`src/rtl/lnmg_pkg.sv`:
```
`default_nettype none

package lnmg_pkg;

    localparam int MAX_WIDTH_DEF  = 2048;
    localparam int LUMA_FRAC_DEF  = 16;
    localparam int MAX_HEIGHT     = 4096;

    localparam int OUT_COL_W      = 11;
    localparam int OUT_ROW_W      = 12;
    localparam int CFG_WIDTH_W    = 12;
    localparam int CFG_HEIGHT_W   = 13;
    localparam int GAIN_W         = 8;
    localparam int CFG_DATA_W     = 13;
    localparam int CFG_IDX_W      = 2;

    // gradient magnitude after gain scaling, 16 fraction bits
    localparam int VEC_W          = 20;
    localparam int RAD_W          = 42;
    localparam int LEN_W          = 21;
    localparam int Q_W            = 17;

    localparam logic [CFG_IDX_W-1:0] CFG_IMAGE_WIDTH  = 2'd0;
    localparam logic [CFG_IDX_W-1:0] CFG_IMAGE_HEIGHT = 2'd1;
    localparam logic [CFG_IDX_W-1:0] CFG_GRADIENT_GAIN = 2'd2;

    localparam logic [CFG_WIDTH_W-1:0]  RST_WIDTH  = 12'd256;
    localparam logic [CFG_HEIGHT_W-1:0] RST_HEIGHT = 13'd256;
    localparam logic [GAIN_W-1:0]       RST_GAIN   = 8'd48;

    // Rec.709 weights over 65536
    localparam logic [23:0] W_RED   = 24'd13933;
    localparam logic [23:0] W_GREEN = 24'd46871;
    localparam logic [23:0] W_BLUE  = 24'd4732;

    typedef struct packed {
        logic [7:0] red;
        logic [7:0] green;
        logic [7:0] blue;
    } t_pixel_in;

    typedef struct packed {
        logic [7:0]           normal_x;
        logic [7:0]           normal_y;
        logic [7:0]           normal_z;
        logic [OUT_COL_W-1:0] out_column;
        logic [OUT_ROW_W-1:0] out_row;
        logic                 run_last;
    } t_pixel_out;

    typedef struct packed {
        logic [7:0] normal_x;
        logic [7:0] normal_y;
        logic [7:0] normal_z;
    } t_codes;

endpackage

`default_nettype wire

```
`src/rtl/lnmg_norm.sv`:
```
`default_nettype none

module lnmg_norm #(
    parameter int LUMA_FRAC_BITS = lnmg_pkg::LUMA_FRAC_DEF
) (
    input  wire logic                      i_clk,
    input  wire logic                      i_rst_n,
    input  wire logic                      i_start,
    input  wire logic [LUMA_FRAC_BITS-1:0] i_left,
    input  wire logic [LUMA_FRAC_BITS-1:0] i_right,
    input  wire logic [LUMA_FRAC_BITS-1:0] i_up,
    input  wire logic [LUMA_FRAC_BITS-1:0] i_down,
    input  wire logic [lnmg_pkg::GAIN_W-1:0] i_gain,
    output logic                           o_busy,
    output logic                           o_done,
    output lnmg_pkg::t_codes               o_codes
);
    import lnmg_pkg::*;

    localparam int LW  = LUMA_FRAC_BITS;
    localparam int SH  = LW - 12;
    localparam int SHR = (SH > 0) ? SH : 0;
    localparam int SHL = (SH < 0) ? -SH : 0;
    localparam int PW  = LW + 9 + SHL;
    localparam logic [PW-1:0] RND = (SHR > 0) ? (PW'(1) << ((SHR > 0) ? SHR - 1 : 0)) : '0;

    typedef enum logic [3:0] {
        S_IDLE, S_SQX, S_SQY, S_ADD, S_SQRT, S_DLOAD, S_DIV, S_ENC
    } t_state;

    function automatic logic [VEC_W-1:0] scale_mag(input logic [LW-1:0] a,
                                                    input logic [LW-1:0] b,
                                                    input logic [GAIN_W-1:0] g);
        logic [LW-1:0]   d;
        logic [LW+7:0]   m;
        logic [PW-1:0]   p;
        d = (a < b) ? b - a : a - b;
        m = (LW+8)'(d) * (LW+8)'(g);
        p = PW'(m) + RND;
        return VEC_W'((p >> SHR) << SHL);
    endfunction

    t_state             r_state;
    logic [VEC_W-1:0]   r_ax, r_ay;
    logic               r_sx, r_sy;
    logic [2*VEC_W-1:0] r_sq;
    logic [RAD_W-1:0]   r_sum, r_rad;
    logic [LEN_W:0]     r_rem;
    logic [LEN_W-1:0]   r_root;
    logic [4:0]         r_cnt;
    logic [1:0]         r_k;
    logic [LEN_W:0]     r_drem;
    logic [16:0]        r_dlow;
    logic [Q_W-1:0]     r_q;
    logic [7:0]         r_cx, r_cy, r_cz;
    logic               r_done;

    logic [LEN_W+2:0]   sq_rem2;
    logic [LEN_W+1:0]   sq_trial;
    logic               sq_take;
    logic [LEN_W+1:0]   dv_rem2;
    logic [LEN_W+1:0]   dv_div;
    logic               dv_take;
    logic [VEC_W-1:0]   dv_mag;
    logic               dv_neg;
    logic [Q_W:0]       enc_t;
    logic [25:0]        enc_sum;

    always_comb begin
        sq_rem2  = {r_rem, r_rad[RAD_W-1 -: 2]};
        sq_trial = {r_root, 2'b01};
        sq_take  = sq_rem2 >= {1'b0, sq_trial};
        dv_div   = {1'b0, r_root, 1'b0};
        // partial remainder stays below 2*len, which can need all its bits
        dv_rem2  = {r_drem, r_dlow[16]};
        dv_take  = dv_rem2 >= dv_div;
        case (r_k)
            2'd0:    begin dv_mag = r_ax;          dv_neg = r_sx; end
            2'd1:    begin dv_mag = r_ay;          dv_neg = r_sy; end
            default: begin dv_mag = VEC_W'(65536); dv_neg = 1'b0; end
        endcase
        enc_t   = dv_neg ? (Q_W+1)'(65536) - (Q_W+1)'(r_q)
                         : (Q_W+1)'(65536) + (Q_W+1)'(r_q);
        enc_sum = {enc_t, 8'b0} - 26'(enc_t) + 26'd65536;
    end

    always_ff @(posedge i_clk) begin
        if (!i_rst_n) begin
            r_state <= S_IDLE;
            r_done  <= 1'b0;
        end else begin
            r_done <= 1'b0;
            case (r_state)
                S_IDLE: begin
                    if (i_start) begin
                        r_ax    <= scale_mag(i_left, i_right, i_gain);
                        r_sx    <= i_left < i_right;
                        r_ay    <= scale_mag(i_up, i_down, i_gain);
                        r_sy    <= i_up < i_down;
                        r_state <= S_SQX;
                    end
                end
                S_SQX: begin
                    r_sq    <= (2*VEC_W)'(r_ax) * (2*VEC_W)'(r_ax);
                    r_state <= S_SQY;
                end
                S_SQY: begin
                    r_sum   <= RAD_W'(r_sq) + (RAD_W'(1) << 32);
                    r_sq    <= (2*VEC_W)'(r_ay) * (2*VEC_W)'(r_ay);
                    r_state <= S_ADD;
                end
                S_ADD: begin
                    r_rad   <= r_sum + RAD_W'(r_sq);
                    r_rem   <= '0;
                    r_root  <= '0;
                    r_cnt   <= '0;
                    r_state <= S_SQRT;
                end
                S_SQRT: begin
                    // one result bit per step, two radicand bits in
                    if (sq_take) begin
                        r_rem  <= (LEN_W+1)'(sq_rem2 - {1'b0, sq_trial});
                        r_root <= {r_root[LEN_W-2:0], 1'b1};
                    end else begin
                        r_rem  <= (LEN_W+1)'(sq_rem2);
                        r_root <= {r_root[LEN_W-2:0], 1'b0};
                    end
                    r_rad <= r_rad << 2;
                    r_cnt <= r_cnt + 5'd1;
                    if (r_cnt == 5'(LEN_W - 1)) begin
                        r_k     <= 2'd0;
                        r_state <= S_DLOAD;
                    end
                end
                S_DLOAD: begin
                    // (mag*2^17 + len) / (2*len): upper part starts below divisor
                    r_drem  <= (LEN_W+1)'(dv_mag) + (LEN_W+1)'(r_root[LEN_W-1:17]);
                    r_dlow  <= r_root[16:0];
                    r_q     <= '0;
                    r_cnt   <= '0;
                    r_state <= S_DIV;
                end
                S_DIV: begin
                    if (dv_take) begin
                        r_drem <= (LEN_W+1)'(dv_rem2 - dv_div);
                    end else begin
                        r_drem <= (LEN_W+1)'(dv_rem2);
                    end
                    r_q    <= {r_q[Q_W-2:0], dv_take};
                    r_dlow <= r_dlow << 1;
                    r_cnt  <= r_cnt + 5'd1;
                    if (r_cnt == 5'(Q_W - 1)) begin
                        r_state <= S_ENC;
                    end
                end
                S_ENC: begin
                    case (r_k)
                        2'd0:    r_cx <= enc_sum[24:17];
                        2'd1:    r_cy <= enc_sum[24:17];
                        default: r_cz <= enc_sum[24:17];
                    endcase
                    if (r_k == 2'd2) begin
                        r_done  <= 1'b1;
                        r_state <= S_IDLE;
                    end else begin
                        r_k     <= r_k + 2'd1;
                        r_state <= S_DLOAD;
                    end
                end
                default: r_state <= S_IDLE;
            endcase
        end
    end

    assign o_busy  = r_state != S_IDLE;
    assign o_done  = r_done;
    assign o_codes = '{normal_x: r_cx, normal_y: r_cy, normal_z: r_cz};

endmodule

`default_nettype wire

```
`config.mk`:
```
export PLATFORM = sky130hd
export DESIGN_NAME = lnmg_norm
export DESIGN_NICKNAME = d
export VERILOG_FILES = /design/src/rtl/lnmg_pkg.sv /design/src/rtl/lnmg_norm.sv
export SDC_FILE = /design/constraint.sdc
export NUM_CORES = 2
export LEC_CHECK = 0
export ABC_AREA = 1
export BUFFER_PORTS_ARGS = -buffer_cell sky130_fd_sc_hd__buf_2
export CAP_MARGIN = 20
export CORE_MARGIN = 2
export CORE_UTILIZATION = 49
export CTS_CLUSTER_SIZE = 24
export DETAILED_ROUTE_END_ITERATION = 7
export PLACE_DENSITY = 0.75
export SYNTH_ARGS = -nofsm -noshare
export SYNTH_HDL_FRONTEND = slang
export SYNTH_SLANG_ARGS = --single-unit
```
`constraint.sdc`:
```
create_clock -name i_clk -period 16.2 [get_ports i_clk]
set_input_delay 2.43 -clock i_clk [delete_from_list [all_inputs] [get_ports i_clk]]
set_output_delay 2.43 -clock i_clk [all_outputs]
set_load 0.03 [all_outputs]
```
# Word-level counts from Yosys, hierarchy flattened
# Cells that the tools add are included.
# op_classes
addsub,17
mul,4
magnitude_cmp,4
n_eq_ne,15
n_mux,25
n_bitwise,1
reduce_logical,23
# ops
operator,count
22-bit case mux with 2 select lines,2
42-bit case mux with 2 select lines,1
20-bit by 20-bit multiplier with 40-bit output,2
40-bit case mux with 2 select lines,1
17-bit case mux with 2 select lines,2
16-bit subtractor,4
24-bit by 4-bit adder with 24-bit output (second input constant),2
16-bit by 8-bit multiplier with 24-bit output,2
22-bit two-way mux,2
22-bit subtractor,2
42-bit by 40-bit adder with 42-bit output,1
21-bit case mux with 2 select lines,1
40-bit by 33-bit adder with 41-bit output (second input constant),1
20-bit case mux with 2 select lines,1
16-bit less-than comparator,2
16-bit two-way mux,2
4-bit case mux with 8 select lines,1
25-bit by 17-bit adder with 25-bit output (second input constant),1
25-bit by 18-bit subtractor with 25-bit output,1
24-bit by 23-bit greater-or-equal comparator with 1-bit output,1
23-bit by 22-bit greater-or-equal comparator with 1-bit output,1
20-bit by 4-bit adder with 21-bit output,1
17-bit by 17-bit adder with 18-bit output (first input constant),1
18-bit two-way mux,1
26 further kinds,53
# totals
ff_bits,301
in_bits,75
output_inout_bits,26

# Depth between registers and ports, before layout
# depth
ltp_word,5
depth_mapped,32
ltp_nobuf,32

# Least setup slack after synthesis
# OpenSTA, ideal clock, no wires.
# synth_timing
path_kind,in2reg
from,input port i_up[0]
to,register r_ay[11] (data pin)
setup_time_ns,0.259
arrival_ns,7.337
required_time_ns,15.941
slack_ns,8.604
stages,28
path_cell_list,inv_1 > ha_1 > inv_1 > fa_1 > nand3_1 > nand2_1 > nand2_1 > o211ai_2 > nand3_2 > nand2_4 > inv_2 > buf_6 > nand2_1 > nand2_2 > nor2_1 > fa_1 > fa_1 > fa_1 > inv_1 > fa_1 > inv_1 > ha_1 > nand2_1 > o21ai_0 > nor2_1 > o21ai_0 > a21oi_1 > xnor2_1
# synth_via
elab_chain_cells,4
elab_cells_between_ends,6
# synth_lines
element,line,source
from (decl),lnmg_norm.sv:11,"input wire logic [LUMA_FRAC_BITS-1:0] i_up,"
16-bit subtractor / 16-bit less-than comparator (equally long branches),lnmg_norm.sv:37,d = (a < b) ? b - a : a - b;
16-bit two-way mux (*),lnmg_norm.sv:37,
16-bit by 8-bit multiplier with 24-bit output (*),lnmg_norm.sv:38,m = (LW+8)'(d) * (LW+8)'(g);
24-bit by 4-bit adder with 24-bit output (*),lnmg_norm.sv:39,p = PW'(m) + RND;
to (signal assigned),lnmg_norm.sv:98,"r_ay <= scale_mag(i_up, i_down, i_gain);"
to (decl),lnmg_norm.sv:44,"logic [VEC_W-1:0] r_ax, r_ay;"
# Mark *: on every way between the ends. The rest lies on a longest branch, timed or not.
# A chain may end at the register's enable or synchronous reset.

# Worst setup path in the final report
# layout_timing
from,input port i_left[0]
to,register r_ax[11] (data pin)
# layout_via
elab_chain_cells,4
elab_cells_between_ends,6
# layout_lines
element,line,source
from (decl),lnmg_norm.sv:9,"input wire logic [LUMA_FRAC_BITS-1:0] i_left,"
16-bit subtractor / 16-bit less-than comparator (equally long branches),lnmg_norm.sv:37,
16-bit two-way mux (*),lnmg_norm.sv:37,
16-bit by 8-bit multiplier with 24-bit output (*),lnmg_norm.sv:38,
24-bit by 4-bit adder with 24-bit output (*),lnmg_norm.sv:39,
to (signal assigned),lnmg_norm.sv:96,"r_ax <= scale_mag(i_left, i_right, i_gain);"
to (decl),lnmg_norm.sv:44,
# Marks and branches as above.

==> impl_metrics.yaml <==
finish:
  antenna_cells: 0
  drive_above_1_share: 0.0376
  final.fill_count: 10800
  nNetsFinal: 8816
  postLayoutCellArea_um2: 59000
  area_growth_pct: 5.96
setup_path:
  cp_max_fo: 16
  r2r_start: "r_ax[2]"
  crit_path_max_incr_delay_ns: 0.49
  crit_path_start: "i_left[0]"
  critPathCaptureType: "flop"
  start_kind: "input port"
  cp.arrival_ns: 8.23
  crit_required_ns: 16.54
  crit_path_top_delay_cell: "fa_1"
  worstSetupPathType: "input port to flop"
floorplan:
  die_y_um: 341
  die_w_um: 341
  core.rowCount: 123
  die_area_um2: 116000
  start_util: 0.495
  ioPinCount: 101
  design.core.area_um2: 113000
detailed_routing:
  drtAntennaViolNets: 0
  via_count: 46300
  drtIter0Drc: 3297
  drc_errors: 0
  avgViaCountPerCell: 5.17
  firstDrtPassIters: 6
  wl_um: 141000
  routedWlPerCell_um: 15.8
timing:
  timing.fmax_ghz: 0.127
  hold_viol_final: 0
  setup_tns_ns: 0
  skew_ns: 0.0547
  setup_viol: 0
  hold_slack_ns: 0.472
  slew_violations: 0
  post-route-min-period_ns: 7.89
  max-slew-margin-rel: 0.257
  tightest_slew_ns: 1.11
  fin_crit_sh: 0.487
  rsz0062_at_grt: "false"
placed_design:
  port_buffers: 100
  gp_congestion: 0.979
  hpwlAfterDp_um: 117000
  placed_area_um2: 57700
worst_hold_path:
  min_from: "r_sq[12]"
  hold_path.class: "flop to flop"
clock_network:
  clk_latency_ns: 0.59
  clock_sinks: 297
  path_clk_slew_ns: 0.07
  postCtsHoldBufs: 0
  postCtsSetupRepairBufs: 0
  cts-resized-gates: 0
  ctsHtreeMaxLevel: 2
  cts_tree: "yes"
  clockRootBuffer: "clkbuf_16"
  cts_buffer_depth: 3
  cts_buffers: 36
logic_synthesis:
  synth_top_area_share: 0.265
  synth_cell_types: 55
  synth_edf_count: 293
  synthTopCellsByArea: "fa_1 (26%), edfxtp_1 (16%), ha_1 (13%), nand2_1 (12%), inv_1 (12%)"
  async_reset_ff_frac: 0
  yosysTopAreaCell: "fa_1"
  synth_area_per_cell_um2: 7.53
  synth_warnings: 0
  ys_top_cells_by_count: "nand2_1 (1,799), inv_1 (1,792), fa_1 (737)"
  syn_inst: 7400
  synth_most_common_cell: "nand2_1"
  synth-seq-cells: 297
  ys_seq_area_frac: 0.159
  synth_nets: 8791
  dominantRegCellSynth: "edfxtp_1"
  synth_area_um2: 55700
global_route:
  grt_pass1_wl_um: 236000
  grt_util_all_layers: 0.248
  grt_max_degree: 87
  first_global_vias: 47800
  antenna_found_initial: 1
  grt_remaining_overflow: 0
job:
  cap_violations: 0
run_status:
  status: "finished clean"
[logic make-up after synthesis]
group	count (synthesis)	synth area share
buf+inv	1957	0.134
simple gates	3029	0.224
xor+xnor	176	0.0277
flops	297	0.159
fa+ha+maj	1316	0.395
compound gates	625	0.0603
[worst max-delay path, delay by kind of cell]
kind                       cells  cell delay (ns)
adders and majority gates      7             2.80
and+or+nand+nor               10             1.28
AOI/OAI and AO/OA              4             0.80
xor gates and xnor gates       1             0.15
buffers and inverters          8             0.76
[flip-flops by register name, summed over array words and instances (netlist names)]
signal	cells
r_ay	20
r_sq	39
r_ax	20
r_cz	8
r_dlow	17
r_cx	8
r_q	17
r_sum	40
r_k	2
r_root	21
r_rad	42
r_cy	8
r_rem	22
r_sx	1
o_done	1
r_drem	22
r_cnt	5
r_sy	1
r_state	3
[metal layers]
layer	routed length [um]	part of all wire	track usage	vias to the layer above
li1	-	-	-	22500
met2	68400	0.48	0.431	1349
met4	5100	0.036	0.0854	0
met1	60100	0.43	0.323	22100
met5	0	0	0	-
met3	7510	0.053	0.0226	298
[stage by stage]
step | instances | setup WS [ns] | utilization
2_1_floorplan | 7400 | 8.60 | -
3_3_place_gp | 8885 | 7.79 | 0.513
3_5_place_dp | 8885 | 7.74 | 0.513
4_1_cts | 8951 | 8.37 | 0.524
5_1_grt | 8953 | 7.89 | 0.524
6_report | 8953 | 8.31 | 0.524
[cell usage in the layout (no fill, tap or decap), drive strengths merged, types with 5 or more instances in the layout]
cell      synthesis  final
nand2          1836   1836
inv            1799   1800
fa              737    737
nor2            670    670
ha              579    579
nand3           356    356
a21oi           300    300
edfxtp          293    293
o21ai           234    234
buf              51    139
xor2            105    105
xnor2            71     71
nor3             71     71
nand3b           48     48
clkbuf          101     41
o21bai           27     27
nand4            22     22
a21o             21     21
clkinv            6     19
or2              11     11
o22ai             9      9
a31oi             8      8
and2              8      8
bufinv            0      6
o211ai            6      6
a211oi            5      5
nor4              5      5
clkinvlp          0      5
[worst paths after layout]
kind | end | slack (ns) | depth (start not counted)
min | r_sum[12] | 0.47 | 0
max | r_ax[11] | 8.31 | 30
min reg2reg | r_sum[12] | 0.47 | 0
max reg2reg | r_sq[38] | 8.93 | 27
[layout make-up]
type | instances | area (um^2) | share of cell area
clock buffer | 41 | 940 | 0.0159
clock inverter | 25 | 317 | 0.00536
inverter | 1805 | 6780 | 0.115
multi-input combinational | 5146 | 39400 | 0.668
sequential | 297 | 8880 | 0.150
tap | 1500 | 1880 | 0.0318
timing repair buffer | 139 | 818 | 0.0139
Power is left out: the tool's default activity adds up to more than one toggle a clock period on the data nets, which glitch-free logic cannot reach.
